<file path="src/design/ttc_pkg.sv">
// ttc_pkg: shared types and constants for the triangle tangent block
// holds the request structs, controller states and the controller/datapath command struct
// no dependencies
`default_nettype none

package ttc_pkg;

  // coordinate format: signed fixed point, fraction width set per instance
  localparam int COORD_WIDTH   = 32;
  localparam int FRAC_BITS_DEF = 16;

  typedef logic signed [COORD_WIDTH-1:0] coord_t;

  // sign and magnitude of a coordinate difference
  typedef logic [COORD_WIDTH:0] smag_t;

  // one corner request
  typedef struct packed {
    coord_t pos_x;
    coord_t pos_y;
    coord_t pos_z;
    coord_t tex_u;
    coord_t tex_v;
  } in_item_t;

  // one tangent result
  typedef struct packed {
    coord_t tangent_x;
    coord_t tangent_y;
    coord_t tangent_z;
    logic   degenerate;
    logic   saturated;
  } out_item_t;

  // controller states
  typedef enum logic [2:0] {
    S_IDLE,
    S_MAC,
    S_DET,
    S_DSETUP,
    S_DIV,
    S_DFIN,
    S_OUT
  } ctl_state_t;

  // tangent component select
  typedef enum logic [1:0] {
    COMP_X,
    COMP_Y,
    COMP_Z
  } comp_sel_t;

  // controller to datapath commands
  typedef struct packed {
    logic      hold_wr;
    logic      hold_idx;
    logic      diff_en;
    logic      mul_en;
    logic      mul_term;
    logic      mul_det;
    logic      acc_en;
    logic      acc_clr;
    logic      det_ld;
    logic      div_init;
    logic      div_step;
    logic      comp_wr;
    comp_sel_t comp;
    logic      out_ld;
  } dp_cmd_t;

  // datapath to controller status
  typedef struct packed {
    logic acc_zero;
  } dp_stat_t;

endpackage

`default_nettype wire

</file>
<file path="src/design/ttc_ctrl.sv">
// ttc_ctrl: sequencer for the triangle tangent block
// counts corners, steps the multiply-accumulate and divider, owns the handshakes
// depends on ttc_pkg
`default_nettype none

module ttc_ctrl
  import ttc_pkg::*;
(
  input  logic     clk,
  input  logic     rst_n,
  input  logic     in_valid,
  output logic     in_ready,
  output logic     out_valid,
  input  logic     out_ready,
  input  dp_stat_t stat,
  output dp_cmd_t  cmd
);

  localparam int W  = COORD_WIDTH;
  localparam int CW = $clog2(W);

  ctl_state_t      state_r, state_nxt;
  logic [1:0]      cnt_r, cnt_nxt;
  logic [1:0]      step_r, step_nxt;
  comp_sel_t       comp_r, comp_nxt;
  logic            is_det_r, is_det_nxt;
  logic [CW-1:0]   bit_r, bit_nxt;
  logic            out_valid_r, out_valid_nxt;

  logic in_acc;
  logic out_free;

  assign in_ready  = (state_r == S_IDLE);
  assign in_acc    = in_valid && in_ready;
  assign out_free  = !out_valid_r || out_ready;
  assign out_valid = out_valid_r;

  // state and counter registers
  always_ff @(posedge clk) begin
    if (!rst_n) begin
      state_r     <= S_IDLE;
      cnt_r       <= 2'd0;
      step_r      <= 2'd0;
      comp_r      <= COMP_X;
      is_det_r    <= 1'b0;
      bit_r       <= '0;
      out_valid_r <= 1'b0;
    end else begin
      state_r     <= state_nxt;
      cnt_r       <= cnt_nxt;
      step_r      <= step_nxt;
      comp_r      <= comp_nxt;
      is_det_r    <= is_det_nxt;
      bit_r       <= bit_nxt;
      out_valid_r <= out_valid_nxt;
    end
  end

  // next state
  always_comb begin
    state_nxt     = state_r;
    cnt_nxt       = cnt_r;
    step_nxt      = step_r;
    comp_nxt      = comp_r;
    is_det_nxt    = is_det_r;
    bit_nxt       = bit_r;
    out_valid_nxt = out_valid_r;
    if (out_valid_r && out_ready) begin
      out_valid_nxt = 1'b0;
    end
    unique case (state_r)
      S_IDLE: begin
        if (in_acc) begin
          if (cnt_r == 2'd2) begin
            cnt_nxt    = 2'd0;
            step_nxt   = 2'd0;
            is_det_nxt = 1'b1;
            state_nxt  = S_MAC;
          end else begin
            cnt_nxt = cnt_r + 2'd1;
          end
        end
      end
      S_MAC: begin
        if (step_r == 2'd2) begin
          step_nxt  = 2'd0;
          state_nxt = is_det_r ? S_DET : S_DSETUP;
        end else begin
          step_nxt = step_r + 2'd1;
        end
      end
      S_DET: begin
        if (stat.acc_zero) begin
          state_nxt = S_OUT;
        end else begin
          is_det_nxt = 1'b0;
          comp_nxt   = COMP_X;
          state_nxt  = S_MAC;
        end
      end
      S_DSETUP: begin
        bit_nxt   = '0;
        state_nxt = S_DIV;
      end
      S_DIV: begin
        if (bit_r == CW'(W - 1)) begin
          state_nxt = S_DFIN;
        end else begin
          bit_nxt = bit_r + 1'b1;
        end
      end
      S_DFIN: begin
        unique case (comp_r)
          COMP_X: begin
            comp_nxt  = COMP_Y;
            state_nxt = S_MAC;
          end
          COMP_Y: begin
            comp_nxt  = COMP_Z;
            state_nxt = S_MAC;
          end
          default: begin
            state_nxt = S_OUT;
          end
        endcase
      end
      S_OUT: begin
        if (out_free) begin
          out_valid_nxt = 1'b1;
          state_nxt     = S_IDLE;
        end
      end
      default: begin
        state_nxt = S_IDLE;
      end
    endcase
  end

  // datapath commands
  always_comb begin
    cmd          = '0;
    cmd.comp     = comp_r;
    cmd.hold_idx = cnt_r[0];
    cmd.mul_det  = is_det_r;
    unique case (state_r)
      S_IDLE: begin
        cmd.hold_wr = in_acc && (cnt_r != 2'd2);
        cmd.diff_en = in_acc && (cnt_r == 2'd2);
      end
      S_MAC: begin
        cmd.mul_en   = (step_r != 2'd2);
        cmd.mul_term = step_r[0];
        cmd.acc_en   = (step_r != 2'd0);
        cmd.acc_clr  = (step_r == 2'd1);
      end
      S_DET: begin
        cmd.det_ld = 1'b1;
      end
      S_DSETUP: begin
        cmd.div_init = 1'b1;
      end
      S_DIV: begin
        cmd.div_step = 1'b1;
      end
      S_DFIN: begin
        cmd.comp_wr = 1'b1;
      end
      S_OUT: begin
        cmd.out_ld = out_free;
      end
      default: begin
      end
    endcase
  end

  // third corner starts the determinant
  a_third_corner: assert property (@(posedge clk) disable iff (!rst_n)
    (in_valid && in_ready && cnt_r == 2'd2) |=>
      (state_r == S_MAC && is_det_r && step_r == 2'd0))
    else $error("third corner did not start the determinant");

  // the corner count is idle while a triangle is in work
  a_cnt_clear: assert property (@(posedge clk) disable iff (!rst_n)
    (state_r != S_IDLE) |-> (cnt_r == 2'd0))
    else $error("corner count not cleared during triangle work");

  // a result appears only from the output state
  a_out_rise: assert property (@(posedge clk) disable iff (!rst_n)
    $rose(out_valid_r) |-> ($past(state_r) == S_OUT))
    else $error("result raised outside the output state");

  // a component finishes only after the full divider run
  a_div_len: assert property (@(posedge clk) disable iff (!rst_n)
    (state_r == S_DFIN) |-> ($past(state_r) == S_DIV && $past(bit_r) == CW'(W - 1)))
    else $error("divider run cut short");

  // the hold, delta, determinant, divider, component and output loads never overlap
  a_cmd_excl: assert property (@(posedge clk) disable iff (!rst_n)
    $onehot0({cmd.hold_wr, cmd.diff_en, cmd.det_ld, cmd.div_init,
              cmd.div_step, cmd.comp_wr, cmd.out_ld}))
    else $error("overlapping datapath commands");

endmodule

`default_nettype wire

</file>
<file path="config.mk">
export PLATFORM = sky130hd
export DESIGN_NAME = ttc_ctrl
export DESIGN_NICKNAME = d
export VERILOG_FILES = /design/src/design/ttc_pkg.sv /design/src/design/ttc_ctrl.sv
export SDC_FILE = /design/constraint.sdc
export NUM_CORES = 1
export LEC_CHECK = 0
export BUFFER_PORTS_ARGS = -buffer_cell sky130_fd_sc_hd__buf_4
export CAP_MARGIN = 5
export CORE_MARGIN = 2
export CORE_UTILIZATION = 42
export DETAILED_ROUTE_END_ITERATION = 8
export GPL_ROUTABILITY_DRIVEN = 0
export PLACE_DENSITY_LB_ADDON = 0.2
export SLEW_MARGIN = 20
export SYNTH_ARGS = -nofsm -noshare
export SYNTH_HDL_FRONTEND = slang
export SYNTH_SLANG_ARGS = --single-unit
</file>
<file path="constraint.sdc">
create_clock -name clk -period 2.2 [get_ports clk]
set_input_delay 0.33 -clock clk [delete_from_list [all_inputs] [get_ports clk]]
set_output_delay 0.33 -clock clk [all_outputs]
set_load 0.02 [all_outputs]
</file>
==> impl_metrics.tcl, run 1 <==
set metrics [dict create \
    start_kind "flop" \
    yosysWarnings 0 \
    dp_slack_ps 89.3 \
    io_pins 22 \
    floorplan.initialDensity_pct 45.4 \
    synth_nets 122 \
    crit_path_frequent_cell "ha_1" \
    slew_headroom_pct 74.7 \
    avgViaCountPerCell 5.21 \
    max_cap_viol_count 0 \
    syn_inst 115 \
    slowest_stage "or4b_4" \
    end_kind "flop" \
    leakage_nw 0.497 \
    synth_area_um2 908 \
    cts-buffers-inserted 3 \
    ys_ff_latch 16 \
    critPathTopFamily "simple AND/OR/NAND/NOR gates" \
    clk_pin_slew_worst_paths_ps 100 \
    core_mm2 0.00200 \
    worst_ir_drop_vdd_uv 393 \
    routed_wl_um 2010 \
    fin_skew_ps 2.05 \
    ant_nets 0 \
    clk_path_buf_depth 2 \
    grt.overflow.total 0 \
    fin_crit_ps 2120 \
    fin_area_mm2 0.00113 \
    die_h_um 50.5 \
    ys_seq_area_share_pct 35.3 \
    synth_cell_types 34 \
    layout_setup_ws_ps 83.0 \
    root_buffer "clkbuf_4" \
    met2_usage_pct 27.2 \
    port_buffers 21 \
    dpl_cell_area_mm2 0.00109 \
    antenna_found_initial 0 \
    synthFlopType "dfxtp_1" \
    status "complete, no violations" \
    setup_violations 0 \
    cts_tree "built" \
    area_growth_pct 24.9 \
    routed-via-count 855 \
    die_w_um 50.5 \
    drive_above_1_share_pct 26.3 \
    async_reset_ff_share_pct 0 \
    diodes 0 \
    dp_hpwl_um 1410 \
    grt_pass1_wl_um 3360 \
    synthTopCellsByArea "dfxtp_1 (35%), a21oi_1 (6.1%), nor2_1 (5.8%)" \
    track_usage_pct 17.1 \
    die_area_mm2 0.00255 \
    critical_path_class "reg2reg" \
    drcViolationCount 0 \
    multi_input_area_um2 536 \
    path_max_fanout 5 \
    rows 16 \
    crit_chain "ha_1 -> and3_1 -> ha_1 -> or4b_4 -> and2_4 -> or3_1 -> a21oi_1" \
    power_per_cell_area_mw_per_mm2 756 \
    cts_sinks 16 \
    worstPathArrival_ps 2350 \
    netlist.area_leader.share_pct 35.3 \
    seq_area_um2 323 \
    routedWlPerCell_um 12.3 \
    fmax_mhz 472 \
    hp-class "in2reg" \
    post-synth-top-area-cell "dfxtp_1" \
    grt_busiest_layer "met2" \
    crit_required_ps 2430 \
    synth_common_cells "dfxtp_1 (16), nor2_1 (14), a21oi_1 (11), nor2b_1 (8), nand2_1 (7)" \
    grt_pass1_vias 795 \
    met1_usage_pct 22.7 \
    fin_nets 145 \
    fillers 204 \
    slew_violations 0 \
    drt-pass1-iter-count 4 \
    htreeDepth 1 \
    yosysMostFrequentCell "dfxtp_1" \
    synth_edf_count 0 \
    critPathMaxStageDelay_ps 490 \
    hold_violations 0 \
    use_met3_pct 2.68 \
    clock_latency_ps 290 \
    drt-initial-drc-count 12 \
    worstMarginPinSlew_ps 376 \
    grt_max_degree 18 \
    fin_crit_sh_pct 96.2 \
    crit_buf_inv 0 \
    avgSynthCellArea_um2 7.90 \
]
==> routing by layer <==
metal | wire length [um] | vias up
met5 | 0 | -
met4 | 13 | 0
met3 | 74 | 2
met2 | 914 | 16
met1 | 1010 | 391
li1 | - | 446
==> metrics by stage <==
stage	util (%)	cells	hold WS [ps]	TNS [ps]	power, mW
final	56.7	164	352	0	0.858
after global routing	56.7	164	355	-15.3	0.915
after CTS	56.4	164	342	0	0.861
after detailed placement	54.6	160	484	0	0.658
after global placement	54.6	160	467	0	0.653
after floorplan	-	115	452	0	0.563
==> state kept, by name (all words and copies together) (netlist names) <==
name and cells:
bit_r 5, cnt_r 2, comp_r 2, is_det_r 1, out_valid 1, state_r 3
step_r 2
==> kinds of logic after synthesis <==
group           after synthesis  synth area share, %
flops                        16                 35.3
compound gates               26                 18.6
simple gates                 58                 36.2
fa+ha+maj                     2                 2.75
xor+xnor                      1                0.964
buf+inv                      12                 6.20
==> cells in the final DEF (no fill, tap or decap), types with 2 or more instances in the layout <==
| cell | netlist | layout |
|---|---|---|
| ha_1 | 2 | 2 |
| dfxtp_2 | 0 | 2 |
| buf_4 | 3 | 25 |
| nand2b_1 | 5 | 5 |
| clkbuf_4 | 0 | 3 |
| and2_1 | 4 | 4 |
| nor4b_1 | 3 | 3 |
| o21ai_0 | 2 | 2 |
| o21a_1 | 2 | 2 |
| nor3b_1 | 2 | 2 |
| inv_1 | 5 | 5 |
| nor2b_1 | 8 | 8 |
| or3_1 | 2 | 2 |
| nor3_1 | 3 | 3 |
| a21oi_1 | 11 | 11 |
| dfxtp_1 | 16 | 14 |
| a21boi_0 | 3 | 3 |
| and3_1 | 3 | 3 |
| nor2_1 | 14 | 14 |
| nand2_1 | 7 | 7 |
==> where the power goes <==
| part | internal, mW | leakage [nW] | total (mW) | switching (mW) |
|---|---|---|---|---|
| logic | 0.135 | 0.345 | 0.291 | 0.156 |
| clock network | 0.101 | 0.0210 | 0.201 | 0.100 |
| registers | 0.316 | 0.130 | 0.366 | 0.0500 |
| total | 0.551 | 0.497 | 0.858 | 0.307 |
==> what timing repair did <==
action / 4_1_cts / 5_1_grt
endpoints found under the setup margin: 0 / 3
hold buffers: 0 / 0
buffers inserted: 0 / 0
resized for setup: 0 / 3
==> area by class of cell <==
type / count / share of cell area [%]
timing repair buffer: 25 / 16.5
multi-input combinational: 87 / 47.2
sequential: 16 / 28.4
clock buffer: 4 / 3.20
inverter: 5 / 1.65
tap: 27 / 2.98
==> final timing paths <==
check | startpoint | end | slack (ps) | depth (start not counted)
worst min-delay path | out_ready | out_valid | 350 | 3
worst max register to register | bit_r[0] | bit_r[3] | 80 | 7
worst max-delay path | bit_r[0] | bit_r[3] | 80 | 7
worst min register to register | bit_r[3] | bit_r[3] | 500 | 2
==> worst min-delay path, cell delays in order <==
cell      delay, ps
buf_4            70
nand2b_1        110
a21boi_0         80
Note: power is estimated with default switching activity, not from simulation.
==> inputs of run 2 (changes only) <==
==> constraint.sdc (replaced) <==
create_clock -name clk -period 2.3 [get_ports clk]
set_input_delay 0.345 -clock clk [delete_from_list [all_inputs] [get_ports clk]]
set_output_delay 0.345 -clock clk [all_outputs]
set_load 0.02 [all_outputs]
==> impl_metrics.tcl, run 2 (synthesized netlist as in run 1, its figures left out) <==
set metrics [dict create \
    ant_nets 0 \
    clock_latency_ps 280 \
    hold_violations 0 \
    drt-initial-drc-count 11 \
    port_buffers 21 \
    start_kind "flop" \
    fmax_mhz 455 \
    floorplan.initialDensity_pct 45.4 \
    worstPathArrival_ps 2410 \
    core_mm2 0.00200 \
    cts-buffers-inserted 3 \
    timing.rr.start "bit_r[0]" \
    worst_ir_drop_vdd_uv 365 \
    max_cap_viol_count 0 \
    power.total_uw 816 \
    mostFrequentLayoutCells "buf_4 (24), dfxtp_1 (16), nor2_1 (14)" \
    reg2reg_slack_ps 100 \
    die_w_um 50.5 \
    fin_setup_tns_ps 0 \
    min_to "step_r[1]" \
    reg_top3 "bit_r x5, state_r x3" \
    crit_chain "ha_1 -> and3_1 -> ha_2 -> or4b_1 -> and2_4 -> or3_1 -> a21oi_1" \
    path_max_fanout 5 \
    antenna_found_initial 0 \
    leakage_nw 0.484 \
    end_kind "flop" \
    clk_path_buf_depth 2 \
    r2r_end "bit_r[3]" \
    slew_headroom_pct 72.9 \
    diodes 0 \
    final_common_cell "buf_4" \
    fin_crit_sh_pct 95.5 \
    grt_pass1_vias 770 \
    fillers 216 \
    drt-pass1-iter-count 2 \
    fin_crit_ps 2200 \
    largest-register "bit_r" \
    dp_hpwl_um 1460 \
    rows 16 \
    fin_nets 144 \
    setup_violations 0 \
    reg2regPathDepth 7 \
    slew_violations 0 \
    track_usage_pct 16.8 \
    hold_depth 2 \
    clk_pin_slew_worst_paths_ps 90 \
    cts_sinks 16 \
    drive_above_1_share_pct 24.3 \
    io_pins 22 \
    avgViaCountPerCell 5.15 \
    routed_wl_um 1960 \
    routedWlPerCell_um 12.0 \
    grt_max_degree 17 \
    htreeDepth 1 \
    multi_input_area_um2 534 \
    grt.overflow.total 0 \
    worstMarginPinSlew_ps 403 \
    fin_skew_ps 0.279 \
    root_buffer "clkbuf_4" \
    hp-class "in2reg" \
    largest_reg_flops 5 \
    power_per_cell_area_mw_per_mm2 726 \
    die_h_um 50.5 \
    area_growth_pct 23.7 \
    crit_required_ps 2520 \
    die_area_mm2 0.00255 \
    rsz0062_at_grt "false" \
    critical_path_class "reg2reg" \
    grt_pass1_wl_um 3220 \
    status "complete, no violations" \
    cts_tree "built" \
    critPathMaxStageDelay_ps 490 \
    slowest_stage "or4b_1" \
    routed-via-count 840 \
    hold_start "rst_n" \
    drcViolationCount 0 \
    seq_area_um2 320 \
]
-- run 2: routing by layer --
metal | global-route usage (%) | routed length (um) | share of wire, %
met4 | 9.46 | 43 | 2.2
met3 | 3.57 | 64 | 3.3
met2 | 26.8 | 896 | 46
met1 | 21.1 | 958 | 49
met5 | 0 | 0 | 0
-- run 2: power breakdown --
part           total [mW]  internal, mW  switching (mW)
sequential          0.332         0.300          0.0323
combinational       0.297         0.136           0.162
clock               0.186        0.0963          0.0899
total               0.816         0.532           0.284
-- run 2: timing repair --
action | CTS | global route
setup buffers | 0 | 0
hold endpoints to repair | 0 | 0
endpoints found under the setup margin | 0 | 1
hold buffers | 0 | 0
resized for setup | 0 | 1
-- run 2: worst max path at each step --
stage | end | start | cells after the start
after detailed placement | bit_r[3] | bit_r[0] | 7
after global routing | bit_r[3] | bit_r[0] | 7
after global placement | bit_r[3] | bit_r[0] | 7
after floorplan | bit_r[3] | bit_r[0] | 7
after CTS | bit_r[3] | bit_r[0] | 7
final | bit_r[3] | bit_r[0] | 7
-- run 2: cell type report --
type                       count  share of cell area [%]
inverter                       5                    1.67
clock buffer                   4                    3.23
multi-input combinational     87                    47.5
timing repair buffer          24                    16.0
sequential                    16                    28.5
tap                           27                    3.01
-- run 2: worst max-delay path: cells and delay by family (launching register included) --
kind	cells	cell delay, ps
AOI/OAI and AO/OA	1	160
adders and majority gates	2	400
DFF	1	350
and+or+nand+nor	4	1210
-- run 2: stage by stage --
stage / setup slack [ps] / std cells / hold slack (ps) / util (%) / area, um2
detailed placement: 82.2 / 159 / 504 / 54.2 / 1080
finish: 105 / 163 / 371 / 56.1 / 1120
CTS: 59.9 / 163 / 365 / 56.0 / 1120
global placement: 183 / 159 / 473 / 54.2 / 1080
global route: 18.0 / 163 / 368 / 56.1 / 1120
floorplan: 225 / 115 / 452 / - / 908
